===== config.mk =====
export PLATFORM = sky130hd
export DESIGN_NAME = first_fit_pool_allocator_core
export DESIGN_NICKNAME = d
export VERILOG_FILES = /design/src/design/ffpa_pkg.sv /design/src/design/ffpa_ram.sv /design/src/design/first_fit_pool_allocator_core.sv
export SDC_FILE = /design/constraint.sdc
export NUM_CORES = 1
export LEC_CHECK = 0
export ABC_AREA = 1
export BUFFER_PORTS_ARGS = -buffer_cell sky130_fd_sc_hd__buf_2
export CAP_MARGIN = 20
export CELL_PAD_IN_SITES_DETAIL_PLACEMENT = 1
export CELL_PAD_IN_SITES_GLOBAL_PLACEMENT = 2
export CORE_MARGIN = 10
export CORE_UTILIZATION = 39
export CTS_BUF_LIST = sky130_fd_sc_hd__clkbuf_2
export CTS_CLUSTER_DIAMETER = 30
export DETAILED_ROUTE_END_ITERATION = 7
export PLACE_DENSITY = 0.78
export SETUP_SLACK_MARGIN = 0.15
export SLEW_MARGIN = 20
export SYNTH_ARGS = -nofsm -noshare
export SYNTH_HDL_FRONTEND = slang
export SYNTH_SLANG_ARGS = --single-unit

===== constraint.sdc =====
create_clock -name clk -period 5.16 [get_ports clk]
set_input_delay 0.516 -clock clk [delete_from_list [all_inputs] [get_ports clk]]
set_output_delay 0.516 -clock clk [all_outputs]
set_load 0.005 [all_outputs]

===== src/design/ffpa_pkg.sv =====
// ----------------------------------------------------------------------------
// ffpa_pkg
// shared types and constants for the first-fit pool allocator
// ----------------------------------------------------------------------------
package ffpa_pkg;

	localparam int unsigned MaxAllocsDef   = 16;
	localparam int unsigned HeaderBytesDef = 24;
	localparam logic [15:0] PoolReset      = 16'd4096;

	typedef enum logic [1:0] {
		OP_ALLOC = 2'd0,
		OP_FREE  = 2'd1,
		OP_STATS = 2'd2,
		OP_NOP   = 2'd3
	} op_t;

	typedef enum logic [1:0] {
		ST_OK      = 2'd0,
		ST_NOFIT   = 2'd1,
		ST_UNKNOWN = 2'd2,
		ST_RSVD    = 2'd3
	} status_t;

	typedef struct packed {
		logic [1:0]  operation;
		logic [15:0] request_bytes;
		logic [15:0] release_offset;
	} in_word_t;

	typedef struct packed {
		logic [1:0]  status;
		logic [15:0] data_offset;
		logic [15:0] bytes_allocated;
		logic [15:0] bytes_free;
		logic [15:0] largest_gap;
		logic [4:0]  gap_count;
		logic [4:0]  live_count;
	} out_word_t;

	// one table entry: data offset and data size
	typedef struct packed {
		logic [15:0] offset;
		logic [15:0] bytes;
	} entry_t;

endpackage


===== src/design/ffpa_ram.sv =====
// ----------------------------------------------------------------------------
// ffpa_ram
// generic ram, one write port and one read port, registered read
// ----------------------------------------------------------------------------
module ffpa_ram #(
	parameter int unsigned WIDTH = 32,
	parameter int unsigned DEPTH = 16
) (
	input  logic                     clk,
	input  logic                     we,
	input  logic [$clog2(DEPTH)-1:0] waddr,
	input  logic [WIDTH-1:0]         wdata,
	input  logic [$clog2(DEPTH)-1:0] raddr,
	output logic [WIDTH-1:0]         rdata
);
	logic [WIDTH-1:0] mem_q [DEPTH];

	always_ff @(posedge clk) begin
		if (we) begin
			mem_q[waddr] <= wdata;
		end
		rdata <= mem_q[raddr];
	end
endmodule


===== src/design/first_fit_pool_allocator_core.sv =====
// ----------------------------------------------------------------------------
// first_fit_pool_allocator_core
// alloc scans for a fit and shifts up, free scans and shifts down, stats scans all
// one word at a time, taken only after the last result has been accepted
// reset: async; clears count and control, pool size back to 4096, table left undefined
// ----------------------------------------------------------------------------
module first_fit_pool_allocator_core #(
	parameter int unsigned MAX_ALLOCS   = ffpa_pkg::MaxAllocsDef,
	parameter int unsigned HEADER_BYTES = ffpa_pkg::HeaderBytesDef
) (
	input  logic                clk,
	input  logic                arst_n,
	input  logic                cfg_we,
	input  logic [15:0]         cfg_wdata,
	input  logic                in_valid,
	output logic                in_ready,
	input  ffpa_pkg::in_word_t  in_data,
	output logic                out_valid,
	input  logic                out_ready,
	output ffpa_pkg::out_word_t out_data
);
	import ffpa_pkg::*;

	localparam int unsigned AW = (MAX_ALLOCS > 1) ? $clog2(MAX_ALLOCS) : 1;
	localparam int unsigned CW = $clog2(MAX_ALLOCS + 1);
	localparam logic [16:0] HDR = 17'(HEADER_BYTES);

	typedef enum logic [3:0] {
		S_IDLE, S_RD, S_SCAN, S_FIT, S_INS_RD, S_INS_WR, S_INS_PUT,
		S_DEL_RD, S_DEL_WR, S_DONE, S_OUT
	} state_t;

	state_t      state_q;
	logic [15:0] pool_q;
	logic [CW-1:0] count_q, idx_q, pos_q;
	in_word_t    req_q;
	logic [16:0] free_q;       // end of previous allocation
	logic [16:0] largest_q;
	logic [4:0]  gaps_q;
	logic [16:0] total_q;
	out_word_t   res_q;

	logic          we;
	logic [AW-1:0] waddr, raddr;
	entry_t        wdata, rdata;

	ffpa_ram #(.WIDTH($bits(entry_t)), .DEPTH(MAX_ALLOCS)) u_ram (
		.clk(clk), .we(we), .waddr(waddr), .wdata(wdata), .raddr(raddr), .rdata(rdata)
	);

	// shared gap unit: gap from free_q to a bound
	logic [16:0] bound, gap, hstart, need;
	assign hstart = ({1'b0, rdata.offset} >= HDR) ? {1'b0, rdata.offset} - HDR : 17'd0;
	assign need   = {1'b0, req_q.request_bytes} + HDR;
	always_comb begin
		bound = (idx_q == count_q) ? {1'b0, pool_q} : hstart;
		gap   = (bound > free_q) ? bound - free_q : 17'd0;
	end

	logic [16:0] new_off;
	assign new_off = free_q + HDR;

	always_comb begin
		we    = 1'b0;
		waddr = idx_q[AW-1:0];
		wdata = rdata;
		raddr = idx_q[AW-1:0];
		unique case (state_q)
			S_INS_RD: raddr = AW'(idx_q - 1'b1);
			S_INS_WR: we = 1'b1;
			S_INS_PUT: begin
				we    = 1'b1;
				wdata = '{offset: new_off[15:0], bytes: req_q.request_bytes};
			end
			S_DEL_RD: raddr = AW'(idx_q + 1'b1);
			S_DEL_WR: we = 1'b1;
			default: ;
		endcase
	end

	assign in_ready  = (state_q == S_IDLE);
	assign out_valid = (state_q == S_OUT);
	assign out_data  = res_q;

	always_ff @(posedge clk or negedge arst_n) begin
		if (!arst_n) begin
			state_q <= S_IDLE;
			pool_q  <= PoolReset;
			count_q <= '0;
		end else begin
			if (cfg_we) begin
				pool_q <= cfg_wdata;
			end
			unique case (state_q)
				S_IDLE: if (in_valid) begin
					req_q     <= in_data;
					idx_q     <= '0;
					free_q    <= '0;
					largest_q <= '0;
					gaps_q    <= '0;
					total_q   <= '0;
					res_q     <= '0;
					priority case (op_t'(in_data.operation))
						OP_ALLOC: begin
							if (in_data.request_bytes == '0 || count_q >= CW'(MAX_ALLOCS)) begin
								res_q.status <= ST_NOFIT;
								state_q      <= S_OUT;
							end else begin
								state_q <= S_RD;
							end
						end
						OP_FREE, OP_STATS: state_q <= S_RD;
						default: state_q <= S_OUT;
					endcase
				end
				S_RD: state_q <= S_SCAN; // read data arrives next cycle
				S_SCAN: begin
					priority case (op_t'(req_q.operation))
						OP_ALLOC: begin
							if (gap >= need) begin
								pos_q   <= idx_q;
								state_q <= S_FIT;
							end else if (idx_q == count_q) begin
								res_q.status <= ST_NOFIT;
								state_q      <= S_OUT;
							end else begin
								free_q  <= {1'b0, rdata.offset} + {1'b0, rdata.bytes};
								idx_q   <= idx_q + 1'b1;
								state_q <= S_RD;
							end
						end
						OP_FREE: begin
							if (idx_q == count_q) begin
								res_q.status <= ST_UNKNOWN;
								state_q      <= S_OUT;
							end else if (rdata.offset == req_q.release_offset) begin
								state_q <= S_DEL_RD;
							end else begin
								idx_q   <= idx_q + 1'b1;
								state_q <= S_RD;
							end
						end
						default: begin
							if (gap != '0) begin
								gaps_q <= gaps_q + 1'b1;
								if (gap > largest_q) largest_q <= gap;
							end
							if (idx_q == count_q) begin
								state_q <= S_DONE;
							end else begin
								total_q <= total_q + {1'b0, rdata.bytes};
								free_q  <= {1'b0, rdata.offset} + {1'b0, rdata.bytes};
								idx_q   <= idx_q + 1'b1;
								state_q <= S_RD;
							end
						end
					endcase
				end
				S_FIT: begin
					// shift entries up from the top down to pos
					idx_q   <= count_q;
					state_q <= (count_q == pos_q) ? S_INS_PUT : S_INS_RD;
				end
				S_INS_RD: state_q <= S_INS_WR;
				S_INS_WR: begin
					idx_q   <= idx_q - 1'b1;
					state_q <= ((idx_q - 1'b1) == pos_q) ? S_INS_PUT : S_INS_RD;
				end
				S_INS_PUT: begin
					count_q           <= count_q + 1'b1;
					res_q.data_offset <= new_off[15:0];
					state_q           <= S_OUT;
				end
				S_DEL_RD: begin
					if (idx_q + 1'b1 >= count_q) begin
						count_q <= count_q - 1'b1;
						state_q <= S_OUT;
					end else begin
						state_q <= S_DEL_WR;
					end
				end
				S_DEL_WR: begin
					idx_q   <= idx_q + 1'b1;
					state_q <= S_DEL_RD;
				end
				S_DONE: begin
					res_q.bytes_allocated <= (total_q > 17'hFFFF) ? 16'hFFFF : total_q[15:0];
					res_q.bytes_free      <= (pool_q > total_q[15:0] && total_q <= 17'hFFFF)
					                         ? pool_q - total_q[15:0] : 16'd0;
					res_q.largest_gap     <= largest_q[15:0];
					res_q.gap_count       <= gaps_q;
					res_q.live_count      <= 5'(count_q);
					state_q               <= S_OUT;
				end
				S_OUT: if (out_ready) state_q <= S_IDLE;
				default: state_q <= S_IDLE;
			endcase
		end
	end
endmodule


; After elaboration in Yosys (flattened, before gate mapping)
; Memory sizes are Yosys's and may differ from the RTL's. A register that Yosys moved wholly into a read port is not among the register bits.
; Cells that the tools add are included.
[op_classes]
reduce_logical = 28
n_eq_ne = 31
n_mul = 0
div_mod_pow = 0
muxes = 58
n_addsub = 12
shifts = 0
bitwise = 0
order_cmp = 9
[ops]
columns = operator, n
row1 = two-way mux 17 bit, 11
row2 = case mux 17 bit (2 select lines), 4
row3 = case mux 58 bit (2 select lines), 1
row4 = two-way mux 76 bit, 1
row5 = two-way mux 5 bit, 8
row6 = case mux 4 bit (10 select lines), 1
row7 = greater-than comparator 17 bit, 2
row8 = two-way mux 16 bit, 2
row9 = two-way mux 32 bit, 1
row10 = case mux 16 bit (2 select lines), 1
row11 = case mux 5 bit (2 select lines), 3
row12 = two-way mux 4 bit, 7
row13 = case mux 5 bit (5 select lines), 1
row14 = case mux 4 bit (2 select lines), 3
row15 = adder 16 x 16 -> 17 bit, 1
row16 = "adder 16 x 5 -> 17 bit, second input constant", 1
row17 = adder 17 x 16 -> 17 bit, 1
row18 = greater-or-equal comparator 17 bit, 1
row19 = "greater-than comparator 17 x 16 -> 1 bit, second input constant", 1
row20 = "<= comparator 17 x 16 -> 1 bit, second input constant", 1
row21 = nonzero test 17 bit, 1
row22 = "subtractor 16 x 5 -> 17 bit, second input constant", 1
row23 = subtractor 17 bit, 1
row24 = "adder 16 x 5 -> 16 bit, second input constant", 1
row25 = other kinds (38), 82
[totals]
in_bits = 55
mem_bits_ro = 0
elab_cells = 158
output_inout_bits = 78
latch_bits = 0
register_bits = 201
mem_count = 1
ram_bits = 512
[mem_list]
columns = memory, depth, word_bits, rd, rd_clocked_by_memory_dff, write_ports, line
row1 = u_ram.mem_q, 16, 32, 1, 1, 1, ffpa_ram.sv:16  ; logic [WIDTH-1:0] mem_q [DEPTH];

; Logic depth before layout (Yosys ltp)
[logic_depth]
word_depth = 10
depth_mapped = 34

; Modules after synthesis
; A second synthesis with hierarchy kept.
[unflattened]
cells_unflattened = 3821
area_unflattened_um2 = 36721.5
[modules_own_cells]
columns = mod, cells_per_inst, area_per_inst_um2, seq_area_each_um2, instances
row1 = ffpa_ram, 2120, 22730.6, 16015.4, 1
row2 = first_fit_pool_allocator_core, 1701, 13990.9, 5911.9, 1

; Worst setup path before layout
; OpenSTA, ideal clock, no wires.
[synth_path]
path_type = register to register
startpoint = register u_ram.rdata[19], read port of u_ram.mem_q
endpoint = register free_q[0] (enable)
period_less_slack_ns = 5.478
setup_slack_ns = -0.318
setup_ns = 0.397
n_path_buf = 2
stages_incl_launch_ff = 29
arrival_ns = 5.081
cell_sequence = dfxtp_1 ha_1 nor2_1 nand4_1 nor3_1 nand3_1 nand2_1 buf_2 o22ai_1 ha_1 nand2_1 nor2_1 and2_1 nand2_1 nor2_1 nor2_1 nand2_2 buf_2 nor2_1 ha_1 nand2_1 inv_1 o21ai_0 nand2_1 nor2_1 nand4_1 nand3_1 nand3_1 a21oi_1
[synth_between]
elab_chain_len = 8
[synth_rtl]
columns = item, line
row1 = start: declaration, ffpa_ram.sv:14  ; output logic [WIDTH-1:0] rdata
row2 = subtractor 16 x 5 -> 17 bit or greater-or-equal comparator 16 x 5 -> 1 bit (tied branches), first_fit_pool_allocator_core.sv:53  ; assign hstart = ({1'b0, rdata.offset} >= HDR) ? {1'b0, rdata.offset} - HDR : 17'd0;
row3 = two-way mux 17 bit (*), first_fit_pool_allocator_core.sv:53
row4 = two-way mux 17 bit (*), first_fit_pool_allocator_core.sv:56  ; bound = (idx_q == count_q) ? {1'b0, pool_q} : hstart;
row5 = subtractor 17 bit or greater-than comparator 17 bit (tied branches), first_fit_pool_allocator_core.sv:57  ; gap = (bound > free_q) ? bound - free_q : 17'd0;
row6 = two-way mux 17 bit (*), first_fit_pool_allocator_core.sv:57
row7 = via gap[14], first_fit_pool_allocator_core.sv:52  ; logic [16:0] bound, gap, hstart, need;
row8 = greater-or-equal comparator 17 bit (*), first_fit_pool_allocator_core.sv:120  ; if (gap >= need) begin
row9 = inequality test 3 bit (no line) (*), --
row10 = AND reduction 5 bit (no line) (*), --
row11 = end signal: assignment, first_fit_pool_allocator_core.sv:127  ; free_q <= {1'b0, rdata.offset} + {1'b0, rdata.bytes};
row12 = end signal: assignment, first_fit_pool_allocator_core.sv:152  ; free_q <= {1'b0, rdata.offset} + {1'b0, rdata.bytes};
row13 = end: declaration, first_fit_pool_allocator_core.sv:37  ; logic [16:0] free_q;
; The timed path passes the listed nets; every way through them passes the cells marked *.
; A chain may end at the register's enable or synchronous reset.

; Final worst setup path
[layout_path]
startpoint = register u_ram.rdata[28], read port of u_ram.mem_q
endpoint = register largest_q[6] (enable)
[layout_between]
elab_chain_len = 8
[layout_rtl]
columns = item, line
row1 = greater-or-equal comparator 16 x 5 -> 1 bit or subtractor 16 x 5 -> 17 bit (tied branches), first_fit_pool_allocator_core.sv:53
row2 = two-way mux 17 bit (*), first_fit_pool_allocator_core.sv:53
row3 = two-way mux 17 bit (*), first_fit_pool_allocator_core.sv:56
row4 = subtractor 17 bit or greater-than comparator 17 bit (tied branches), first_fit_pool_allocator_core.sv:57
row5 = two-way mux 17 bit (*), first_fit_pool_allocator_core.sv:57
row6 = via gap[5], first_fit_pool_allocator_core.sv:52
row7 = greater-than comparator 17 bit or nonzero test 17 bit (tied branches), "first_fit_pool_allocator_core.sv:146, first_fit_pool_allocator_core.sv:144"
row8 = inequality test 2 bit (no line), --
row9 = AND reduction 6 bit (no line) (*), --
row10 = end signal: assignment, first_fit_pool_allocator_core.sv:146  ; if (gap > largest_q) largest_q <= gap;
row11 = end: declaration, first_fit_pool_allocator_core.sv:38  ; logic [16:0] largest_q;
; Marked as above.

==> flow_summary.ini <==
[run_status]
outcome = complete, no violations

[setup_path]
crit_type = reg2reg
crit_path_start_kind = flop
max_stage_delay_ns = 0.37
end_kind = flop
critPathRequiredTime_ns = 6.25
crit_fanout = 8
critPathSlowestCell = dfxtp_4
r2r_setup_slack_ns = 0.32
r2r-start = u_ram.rdata[28]
rr_endpoint = largest_q[6]
ff2ff_path_depth = 32
crit_arrival_ns = 5.93

[synthesis]
synth_cell_types = 49
synth_edf_count = 688
syn_area_per_cell_um2 = 11.1
synth-seq-cells = 745
synth_nets = 3311
syn-cell-area_mm2 = 0.0347
synthCells = 3133
ys_async_sr_fraction = 0.0336
ys_seq_area_frac = 0.631
synth_ff_type = edfxtp_1
yosys_warnings = 0

[power]
p_total_mw = 28.6
p_leak_nw = 16.5
max-vdd-ir-drop_mv = 0.609
power.density_mw_per_mm2 = 672

[sta]
setup_violations = 0
slew_viol_final = 0
max_freq_mhz = 207
final.setup_skew_ns = 0.102
rsz0062_at_grt = false
fin_crit_ns = 4.84
final_hold_viol_count = 0
fin_crit_sh = 0.938
maxSlewHeadroom = 0.286
tightest_slew_ns = 1.06

[floorplanning]
io_pins = 133
dieArea_mm2 = 0.101
initial_core_util = 0.393
fp.dieH_um = 318
core_area_mm2 = 0.0884
rows = 109
die_x_um = 318

[placed_design]
hpwl_um = 77700
port_buffers = 132
place_area_mm2 = 0.0379
gp_congestion = 0.899
dp_cells = 4494

[final_layout]
nets = 3879
instances_no_fill = 5037
design_area_mm2 = 0.0425
area_growth_pct = 22.5
drive_gt1_frac = 0.242

[clock_tree]
clkLatencyLatePin_ns = 1.42
cts.sinks = 745
clock_path_buffers = 3
cts_root_buffer = clkbuf_2
numCtsBuffers = 202
cts_tree = yes
clk_pin_slew_ns = 0.10
htree_levels = 4

[route]
firstDrtPassIters = 6
routedWlPerCell_um = 23.4
wl_um = 118000
route.detailed.drc = 0
first_iter_violations = 2114
vias = 26920
avgViaCountPerCell = 5.34
ant_nets = 0

[global_route]
globalRouteTotalUtil = 0.224
grt_overflow = 0
grt_pass1_wl_um = 174000
antenna_found_initial = 5
grt_pass1_vias = 28752
grt_max_degree = 129

[run]
cap_violations = 0

[min_path]
hold_class = in2async
==> flip-flops by register name, indices dropped and copies added (netlist names), 16 cells and up <==
register	cells
out_data	76
u_ram.mem_q	512
largest_q	17
pool_q	16
req_q	34
u_ram.rdata	32
total_q	17
free_q	17
==> final cells by class <==
type	count	area, µm²
inverter	284	1070
clock inverter	86	538
sequential	745	21900
fill	9670	45900
antenna	6	15.0
clock buffer	283	1420
tap	1165	1460
multi-input combinational	1970	12100
timing repair buffer	498	4000
==> cell families after synthesis <==
kind of cell | synth area share
AO/OA/AOI/OAI | 0.139
XOR/XNOR | 0.0144
adder cells (fa/ha/maj) | 0.0454
buffers and inverters | 0.0486
flip-flops | 0.631
AND/OR/NAND/NOR | 0.122
==> layout by cell type (no fill, tap or decap), types with 9 or more instances in the layout <==
master         count
a21oi_1          121
dfxtp_1           28
ha_1              93
o21ai_0          317
o22ai_1           17
dfrtp_1           24
edfxtp_1         688
nand2_4            9
xnor2_1           12
buf_12            10
buf_6             15
nor2_4            22
o22ai_2           14
or2_0             14
or2_1             15
clkinv_2          22
nand4_1           24
o21bai_1          28
o221ai_1          22
xor2_1            42
nand2_2           31
inv_1            246
buf_2            132
nand3_2           11
inv_2             19
a21oi_2           11
or2_2             63
nor3_1            26
nand3_1           74
clkbuf_2         283
o211ai_1         194
nor2_2            12
clkinv_1          66
nand2_1          344
dlygate4sd3_1    139
buf_4            199
nor2_1           326
ha_4              20
o21ai_1           31
==> cells in the mapped netlist, types with 3 or more instances <==
library cell  instances  area, µm²
buf_6                 3       33.8
dfrtp_1              24        601
ha_1                118       1480
a21oi_1             135        676
buf_2                57        285
nand2_1             382       1430
o21bai_1             33        248
nand4_1              24        150
clkinv_1              3       11.3
o221ai_1             22        193
xnor2_1              13        114
a21boi_0              5       37.5
inv_2                 5       18.8
o21ai_1              24        120
o211ai_2              5       62.6
nor2_1              357       1340
nand3b_1              6       45.0
fa_1                  5        100
xor2_1               44        385
nand2_2               4       25.0
edfxtp_1            688      20700
o21ai_0             327       1640
inv_1               276       1040
dfxtp_1              32        641
o211ai_1            194       1460
a21o_1                5       37.5
nor2_4                3       33.8
or2_0                14       87.6
buf_4                 5       37.5
clkbuf_1             60        225
clkbuf_2              6       30.0
o21a_1                6       45.0
or2_2                63        394
nand3_1              88        440
or2_1                15       93.8
buf_1                 3       11.3
nor3_1               30        150
o22ai_1              31        194
o31ai_1               4       30.0
==> worst max-delay path: cells and delay by family (launching register included) <==
| kind | cells | cell delay, ns |
|---|---|---|
| buffers and inverters | 8 | 0.90 |
| adders and majority gates | 2 | 0.60 |
| DFF | 1 | 0.37 |
| and+or+nand+nor | 15 | 1.74 |
| AOI/OAI and AO/OA | 7 | 0.90 |
==> worst max path at each step <==
stage	start	endpoint	slack [ns]	depth (start not counted)
floorplan	u_ram.rdata[19]	free_q[0]	0.03	28
global placement	u_ram.rdata[19]	idx_q[4]	0.03	29
detailed placement	u_ram.rdata[19]	idx_q[3]	-0.11	28
CTS	u_ram.rdata[19]	largest_q[14]	0.19	36
global route	u_ram.rdata[19]	idx_q[4]	0.09	33
finish	u_ram.rdata[28]	largest_q[6]	0.32	32
==> through the flow <==
stage | utilization | hold slack, ns | worst slack, ns | setup TNS, ns
2_1_floorplan | - | 0.220 | 0.0292 | 0
3_3_place_gp | 0.429 | 0.467 | 0.0256 | 0
3_5_place_dp | 0.429 | 0.471 | -0.106 | -2.88
4_1_cts | 0.472 | 0.0138 | 0.192 | 0
5_1_grt | 0.481 | 0.110 | 0.0904 | 0
6_report | 0.481 | 0.271 | 0.318 | 0
==> what timing repair did <==
item                                    CTS  global route
buffers inserted                         12            13
cloned                                    1             1
endpoints found under the setup margin   46            49
pin swaps                                19            74
hold buffers                            140             0
endpoints found under the hold margin   216             0
resized for setup                        63           161
==> report_power, final <==
group	internal [mW]	switching, mW	total (mW)
clock	1.79	2.56	4.35
sequential	8.17	0.599	8.77
combinational	5.56	9.87	15.4
total	15.5	13.0	28.6
==> layer usage <==
| layer | part of all wire | routed length (µm) | track usage | vias to the layer above |
|---|---|---|---|---|
| li1 | - | - | - | 12481 |
| met1 | 0.41 | 48200 | 0.268 | 13513 |
| met2 | 0.51 | 60000 | 0.394 | 730 |
| met3 | 0.047 | 5550 | 0.0399 | 196 |
| met4 | 0.033 | 3920 | 0.0914 | 0 |
| met5 | 0 | 0 | 0 | - |
(Power assumes the default switching activity.)
